[src/sv/dir_pkg.sv]
package dir_pkg;

	localparam int unsigned ExpW = 11;
	localparam int unsigned SigW = 53;
	localparam int unsigned StepW = 12;
	localparam logic [63:0] QnanBits = 64'h7FF8_0000_0000_0000;
	localparam logic [63:0] ExpMask = 64'h7FF0_0000_0000_0000;

	typedef struct packed {
		logic load;
		logic norm;
		logic step;
		logic fix;
		logic pack;
	} dir_cmd_t;

	typedef struct packed {
		logic special;
		logic norm_done;
		logic steps_done;
		logic pack_done;
	} dir_stat_t;

endpackage

[src/sv/double_ieee_remainder.sv]
// Computes the IEEE 754 binary64 remainder x REM p, one transaction at a time.
// After the input transaction the block normalizes the dividend and then the divisor
// one bit per cycle, checking the operands for special cases as it goes, and then
// sets up the reduction. It then reduces the dividend modulo twice the divisor one
// quotient bit per cycle, corrects the remainder, and packs it, shifting it one bit
// per step to normalize it. Special operands, and dividends far below the divisor,
// skip the reduction and go straight from normalization to the output.
// A new input is taken only once the previous result has been delivered.
module double_ieee_remainder
	import dir_pkg::*;
(
	input  logic        clk,
	input  logic        arst_n,
	input  logic        s_tvalid,
	output logic        s_tready,
	input  logic [127:0] s_tdata, // divisor_bits [127:64], dividend_bits [63:0]
	output logic        m_tvalid,
	input  logic        m_tready,
	output logic [63:0] m_tdata  // remainder_bits
);

	dir_cmd_t  cmd;
	dir_stat_t stat;
	logic      busy;

	assign s_tready = !busy;

	dir_ctrl u_ctrl (
		.clk(clk), .arst_n(arst_n),
		.in_fire(s_tvalid && s_tready), .out_fire(m_tvalid && m_tready),
		.stat(stat), .cmd(cmd), .busy(busy), .res_valid(m_tvalid)
	);

	dir_dp u_dp (
		.clk(clk), .dividend_bits(s_tdata[63:0]), .divisor_bits(s_tdata[127:64]),
		.cmd(cmd), .stat(stat), .remainder_bits(m_tdata)
	);

endmodule

[src/sv/dir_ctrl.sv]
module dir_ctrl
	import dir_pkg::*;
(
	input  logic      clk,
	input  logic      arst_n,
	input  logic      in_fire,
	input  logic      out_fire,
	input  dir_stat_t stat,
	output dir_cmd_t  cmd,
	output logic      busy,
	output logic      res_valid
);

	typedef enum logic [2:0] {S_IDLE, S_NORM, S_STEP, S_FIX, S_PACK, S_OUT} state_t;
	state_t state_q;

	always_comb begin
		cmd = '0;
		cmd.load = in_fire;
		cmd.norm = (state_q == S_NORM);
		cmd.step = (state_q == S_STEP);
		cmd.fix = (state_q == S_FIX);
		cmd.pack = (state_q == S_PACK);
	end

	assign busy = (state_q != S_IDLE);

	always_ff @(posedge clk or negedge arst_n) begin
		if (!arst_n) begin
			state_q <= S_IDLE;
			res_valid <= 1'b0;
		end else begin
			case (state_q)
				S_IDLE: if (in_fire) state_q <= S_NORM;
				S_NORM: begin
					if (stat.special) begin
						state_q <= S_OUT;
						res_valid <= 1'b1;
					end else if (stat.norm_done) begin
						state_q <= S_STEP;
					end
				end
				S_STEP: if (stat.steps_done) state_q <= S_FIX;
				S_FIX: state_q <= S_PACK;
				S_PACK: begin
					if (stat.pack_done) begin
						state_q <= S_OUT;
						res_valid <= 1'b1;
					end
				end
				S_OUT: begin
					if (out_fire) begin
						state_q <= S_IDLE;
						res_valid <= 1'b0;
					end
				end
				default: state_q <= S_IDLE;
			endcase
		end
	end

endmodule

[src/sv/dir_dp.sv]
module dir_dp
	import dir_pkg::*;
(
	input  logic        clk,
	input  logic [63:0] dividend_bits,
	input  logic [63:0] divisor_bits,
	input  dir_cmd_t    cmd,
	output dir_stat_t   stat,
	output logic [63:0] remainder_bits
);

	logic        sx_q;
	logic [62:0] ax_q, ap_q;
	logic [SigW-1:0] mx_q, mp_q;
	logic [StepW-1:0] ex_q, ep_q;
	logic [SigW+1:0] acc_q;
	logic [SigW+1:0] pu_q;
	logic signed [SigW+2:0] r_q;
	logic [StepW-1:0] cnt_q;
	logic [StepW-1:0] base_q;
	logic        sign_q;
	logic [SigW+1:0] mag_q;
	logic [63:0] res_q;
	logic        special_q;
	logic        done_q;

	logic nx, np;
	assign nx = mx_q[SigW-1];
	assign np = mp_q[SigW-1];

	logic sp_nan, sp_pass;
	assign sp_nan = (ap_q == '0) || ({1'b0, ax_q} >= ExpMask) || ({1'b0, ap_q} > ExpMask);
	assign sp_pass = ({1'b0, ap_q} == ExpMask) || (ax_q == '0);

	logic [SigW+1:0] mod2, acc2;
	assign mod2 = {1'b0, mp_q, 1'b0};
	assign acc2 = {acc_q[SigW:0], 1'b0};

	logic signed [SigW+2:0] pu_s, r_m;
	assign pu_s = $signed({1'b0, pu_q});
	assign r_m = r_q - pu_s;

	// The exponent is below the subnormal range, so the significand must move right.
	logic base_low;
	assign base_low = base_q[StepW-1] || (base_q == '0);

	assign stat.special = special_q;
	assign stat.norm_done = done_q;
	assign stat.steps_done = (cnt_q == '0);
	assign stat.pack_done = (mag_q == '0) ||
		(mag_q[SigW+1:SigW] == 2'b00 && !base_low && (mag_q[SigW-1] || base_q == 12'd1));
	assign remainder_bits = res_q;

	always_ff @(posedge clk) begin
		if (cmd.load) begin
			sx_q <= dividend_bits[63];
			ax_q <= dividend_bits[62:0];
			ap_q <= divisor_bits[62:0];
			mx_q <= {(dividend_bits[62:52] != '0), dividend_bits[51:0]};
			mp_q <= {(divisor_bits[62:52] != '0), divisor_bits[51:0]};
			ex_q <= (dividend_bits[62:52] == '0) ? 12'd1 : {1'b0, dividend_bits[62:52]};
			ep_q <= (divisor_bits[62:52] == '0) ? 12'd1 : {1'b0, divisor_bits[62:52]};
			special_q <= 1'b0;
			done_q <= 1'b0;
		end else if (cmd.norm) begin
			if (sp_nan) begin
				special_q <= 1'b1;
				res_q <= QnanBits;
			end else if (sp_pass) begin
				special_q <= 1'b1;
				res_q <= {sx_q, ax_q};
			end else if (!nx) begin
				mx_q <= {mx_q[SigW-2:0], 1'b0};
				ex_q <= ex_q - 1'b1;
			end else if (!np) begin
				mp_q <= {mp_q[SigW-2:0], 1'b0};
				ep_q <= ep_q - 1'b1;
			end else begin
				if ($signed(ex_q) >= $signed(ep_q)) begin
					done_q <= 1'b1;
					cnt_q <= ex_q - ep_q;
					acc_q <= ({2'b0, mx_q} >= mod2) ? {2'b0, mx_q} - mod2 : {2'b0, mx_q};
					pu_q <= {2'b0, mp_q};
					base_q <= ep_q;
				end else if (ep_q - ex_q == 12'd1) begin
					done_q <= 1'b1;
					cnt_q <= '0;
					acc_q <= {2'b0, mx_q};
					pu_q <= mod2;
					base_q <= ex_q;
				end else begin
					special_q <= 1'b1;
					res_q <= {sx_q, ax_q};
				end
			end
		end else if (cmd.step) begin
			if (cnt_q != '0) begin
				acc_q <= (acc2 >= mod2) ? acc2 - mod2 : acc2;
				cnt_q <= cnt_q - 1'b1;
			end else begin
				r_q <= $signed({1'b0, acc_q});
			end
		end else if (cmd.fix) begin
			logic signed [SigW+2:0] r1;
			r1 = r_q;
			if ((r_q <<< 1) > pu_s) begin
				r1 = r_m;
				if ((r1 <<< 1) >= pu_s) r1 = r1 - pu_s;
			end
			if (r1 < 0) begin
				mag_q <= SigW'(0) + (SigW+2)'(-r1);
				sign_q <= ~sx_q;
			end else begin
				mag_q <= (SigW+2)'(r1);
				sign_q <= sx_q;
			end
		end else if (cmd.pack) begin
			if (mag_q == '0) begin
				res_q <= {sign_q, 63'd0};
			end else if (mag_q[SigW+1:SigW] != 2'b00 || base_low) begin
				mag_q <= mag_q >> 1;
				base_q <= base_q + 1'b1;
			end else if (mag_q[SigW-1]) begin
				res_q <= {sign_q, base_q[10:0], mag_q[SigW-2:0]};
			end else if (base_q == 12'd1) begin
				res_q <= {sign_q, 11'd0, mag_q[SigW-2:0]};
			end else begin
				mag_q <= mag_q << 1;
				base_q <= base_q - 1'b1;
			end
		end
	end

endmodule

[config.mk]
export PLATFORM = sky130hd
export DESIGN_NAME = double_ieee_remainder
export DESIGN_NICKNAME = d
export VERILOG_FILES = /design/src/sv/dir_pkg.sv /design/src/sv/double_ieee_remainder.sv /design/src/sv/dir_ctrl.sv /design/src/sv/dir_dp.sv
export SDC_FILE = /design/constraint.sdc
export NUM_CORES = 2
export LEC_CHECK = 0
export CELL_PAD_IN_SITES_DETAIL_PLACEMENT = 0
export CELL_PAD_IN_SITES_GLOBAL_PLACEMENT = 1
export CORE_MARGIN = 2
export CORE_UTILIZATION = 34
export DETAILED_ROUTE_END_ITERATION = 7
export DONT_BUFFER_PORTS = 1
export PLACE_DENSITY = 0.63
export SYNTH_ARGS = -nofsm -noshare
export SYNTH_HDL_FRONTEND = slang
export SYNTH_SLANG_ARGS = --single-unit
[constraint.sdc]
create_clock -name clk -period 15.35 [get_ports clk]
set_input_delay 1.535 -clock clk [delete_from_list [all_inputs] [get_ports clk]]
set_output_delay 1.535 -clock clk [all_outputs]
set_load 0.005 [all_outputs]
==> impl_metrics.env <==
export IMPL_coreArea_um2=126000
export IMPL_synth_nets=5177
export IMPL_die_w_um=360
export IMPL_grt_overflow=0
export IMPL_worstPathRequired_ns=15.74
export IMPL_ys_ff_latch=571
export IMPL_rsz0062_at_grt="false"
export IMPL_drive_above_1_share_pct=4.65
export IMPL_clkTransAtPathRegs_ns=0.06
export IMPL_worstHoldEndpoint="u_dp.done_q"
export IMPL_max_freq_ghz=0.0957
export IMPL_async_reset_ff_share_pct=0.701
export IMPL_initial_core_util_pct=34.3
export IMPL_regArea_um2=17100
export IMPL_gp_congestion=0.933
export IMPL_finClkSkew_ns=0.0345
export IMPL_end_kind="register"
export IMPL_worstHoldStart="u_dp.done_q"
export IMPL_finish_net_count=5059
export IMPL_drv_cap=0
export IMPL_grt_pass1_vias=35500
export IMPL_ys_seq_area_share_pct=39.6
export IMPL_synth_main_ff_cell="edfxtp_1"
export IMPL_synth_largest_area_cell="edfxtp_1"
export IMPL_cts_tree="yes"
export IMPL_peakVddDrop_mv=0.173
export IMPL_final_core_util_pct=37.5
export IMPL_wl_per_cell_um=26.8
export IMPL_syn_inst=4690
export IMPL_r2r_setup_slack_ns=4.90
export IMPL_clock_sinks=571
export IMPL_p_sw_share_pct=48.3
export IMPL_track_usage_pct=25.1
export IMPL_synth_area_leaders="edfxtp_1, ha_1, nand2_1"
export IMPL_clk_latency_ns=0.68
export IMPL_drt_iter0_drc=3371
export IMPL_ctsResizeCount=0
export IMPL_vias_per_cell=5.93
export IMPL_fill_cells=12700
export IMPL_rr_startpoint="u_dp.r_q[13]"
export IMPL_power_frac_comb_pct=57.7
export IMPL_clk_path_buf_depth=3
export IMPL_critPathLaunchType="register"
export IMPL_final_max_slew_viol_count=0
export IMPL_worstMarginPinSlew_ns=1.14
export IMPL_timing_hold_ws_ns=0.456
export IMPL_r2r_cells=26
export IMPL_dr_pass1_iters=6
export IMPL_crit_fanout=12
export IMPL_port_buffers=0
export IMPL_cp_arrival_ns=10.84
export IMPL_crit_reg2reg_capture="u_dp.mag_q[52]"
export IMPL_grt_max_degree=98
export IMPL_min_period_ns=10.45
export IMPL_seqPwrFrac_pct=27.1
export IMPL_rows=130
export IMPL_hold_viol=0
export IMPL_min_path_cells=1
export IMPL_yosysUniqueCellTypes=100
export IMPL_hpwl_um=132000
export IMPL_boundaryPins=198
export IMPL_drtAntennaViolNets=0
export IMPL_postCtsSetupRepairBufs=0
export IMPL_synth_top_area_share_pct=39.3
export IMPL_setup_tns_ns=0
export IMPL_crit_type="register to register"
export IMPL_syn_avg_cell_area_um2=9.20
export IMPL_grt_antenna_before_repair=2
export IMPL_htree_levels=3
export IMPL_dieHeight_um=360
export IMPL_grt_pass1_wl_um=243000
export IMPL_die_area_um2=130000
export IMPL_drc=0
export IMPL_hold_path_class="register to register"
export IMPL_yosysWarnings=0
export IMPL_cts_root_buffer="clkbuf_16"
export IMPL_vias=37300
export IMPL_multi_input_area_um2=24400
export IMPL_fin_crit_sh_pct=68.1
export IMPL_internal_power_mw=5.94
export IMPL_power_density_nw_per_um2=244
export IMPL_cts_hold_buf=0
export IMPL_outcome="finished clean"
export IMPL_synth_edf_count=565
export IMPL_switching_power_mw=5.54
export IMPL_power_share_clock_pct=15.1
export IMPL_syn2layout_area_growth_pct=9.21
export IMPL_maxSlewHeadroom_pct=23.5
export IMPL_wirelength_um=168000
export IMPL_setup_violations=0
export IMPL_synthesis_area_um2=43200
export IMPL_cts_buffers=70
export IMPL_p_leak_nw=17.8
cell usage after synthesis (9+ instances only):
cell type	number
a2111oi_0	11
a211oi_1	83
a21boi_0	21
a21o_1	150
a21oi_1	404
a221oi_1	59
a22o_1	56
a311oi_1	11
a31oi_1	52
and2_1	30
and3_1	39
and4_1	10
buf_1	17
buf_2	27
clkbuf_1	189
edfxtp_1	565
ha_1	348
inv_1	228
mux2i_1	31
nand2_1	548
nand2b_1	45
nand3_1	89
nand3b_1	57
nand4_1	90
nor2_1	288
nor2b_1	48
nor3_1	85
nor4_1	82
o2111ai_1	12
o211ai_1	40
o21a_1	45
o21ai_0	319
o21bai_1	28
o22ai_1	18
o311a_1	9
o31ai_1	77
or2_2	11
or3_1	30
or4_1	9
xnor2_1	141
xor2_1	122
through the flow:
step                std cells  power, mW  setup slack [ns]  area, um2
global placement         6150       9.65              5.17      44800
finish                   6280       11.5              4.90      47100
detailed placement       6150       9.65              5.10      44800
global route             6278       12.3              4.71      47100
CTS                      6278       11.4              5.05      47100
floorplan                4690       7.63              8.04      43200
placed cells by master (no fill, tap or decap), types with 44 or more instances in the layout:
cell type,n
o21a_1,44
nor2b_1,48
nor3_1,84
edfxtp_1,565
nor2_1,284
a21oi_1,403
o21ai_0,316
a31oi_1,52
a21o_1,150
o31ai_1,77
xnor2_1,141
nand2b_1,45
buf_4,46
nand4_1,90
a211oi_1,82
nand3b_1,57
xor2_1,122
a221oi_1,59
inv_1,226
nand3_1,89
clkbuf_16,70
nor4_1,81
ha_1,348
nand2_1,546
a22o_1,56
cell type report:
cell class / count / share of cell area [%]
Multi-Input combinational cell: 3655 / 51.8
Sequential cell: 571 / 36.3
Tap cell: 1650 / 4.38
Clock buffer: 78 / 3.78
Inverter: 228 / 1.83
Clock inverter: 50 / 1.22
Timing Repair Buffer: 46 / 0.732
Antenna cell: 2 / 0.0106
registers in the layout, summed over array words and instances, names as in the netlist, 3 cells and up:
name	cells
u_dp.acc_q	55
u_dp.remainder_bits	64
u_dp.cnt_q	12
u_dp.ax_q	63
u_dp.mx_q	53
u_dp.ep_q	12
u_dp.pu_q	54
u_dp.base_q	12
u_ctrl.state_q	3
u_dp.r_q	55
u_dp.ap_q	63
u_dp.ex_q	12
u_dp.mp_q	53
u_dp.mag_q	55
logic make-up (layout without fill, tap and decap cells):
group                      count (synthesis)  count (layout)  synth area share, %
adders and majority gates                355             355                 10.4
xor gates and xnor gates                 263             263                 5.34
DFF                                      571             571                 39.6
buffers and inverters                    464             402                 4.14
other                                      0               2                    0
and+or+nand+nor                         1495            1495                 16.9
muxes                                     36              36                0.849
AOI/OAI and AO/OA                       1506            1506                 22.7
worst max-delay path, stage by stage (launching register included):
cell      delay [ns]
edfxtp_1        0.51
ha_1            0.50
a21o_1          0.25
a211oi_1        0.30
or4b_1          0.45
o21ai_0         0.46
o21ai_1         0.35
a211oi_1        0.90
o21ai_0         0.33
a211oi_1        0.36
xnor2_1         0.26
ha_1            0.32
nand2_1         0.09
nor2_1          0.06
o21a_1          0.17
and3_1          0.19
a22oi_1         0.29
nand2_1         0.17
or4_1           0.81
nand3_1         0.65
o211ai_1        0.34
or4b_4          0.63
nor4_2          0.79
nand4_4         0.28
o31ai_2         0.27
xnor2_1         0.29
a21oi_1         0.14
layer usage:
metal	vias up	wire length, um	global-route usage (%)
met1	18300	75400	34.6
met3	212	10100	3.29
met2	1225	76400	40.0
met5	-	19	0
met4	2	6400	9.76
li1	17500	-	-
power groups by stage:
stage	registers, mW	clock network, mW	logic [mW]
5_1_grt	3.14	1.82	7.33
3_3_place_gp	3.12	0	6.52
3_5_place_dp	3.13	0	6.52
4_1_cts	3.10	1.77	6.57
2_1_floorplan	2.83	0	4.80
6_report	3.11	1.74	6.63
how the worst max path moves through the flow:
stage,startpoint,endpoint,slack (ns),depth (start not counted)
floorplan,u_dp.base_q[2],u_dp.remainder_bits[0],8.04,9
global placement,u_dp.r_q[13],u_dp.mag_q[52],5.17,26
detailed placement,u_dp.r_q[13],u_dp.mag_q[42],5.10,26
finish,u_dp.r_q[13],u_dp.mag_q[52],4.90,26
CTS,u_dp.r_q[13],u_dp.mag_q[52],5.05,26
global route,u_dp.r_q[13],u_dp.mag_q[52],4.71,26
No activity file was read; power rests on OpenSTA's default activity.
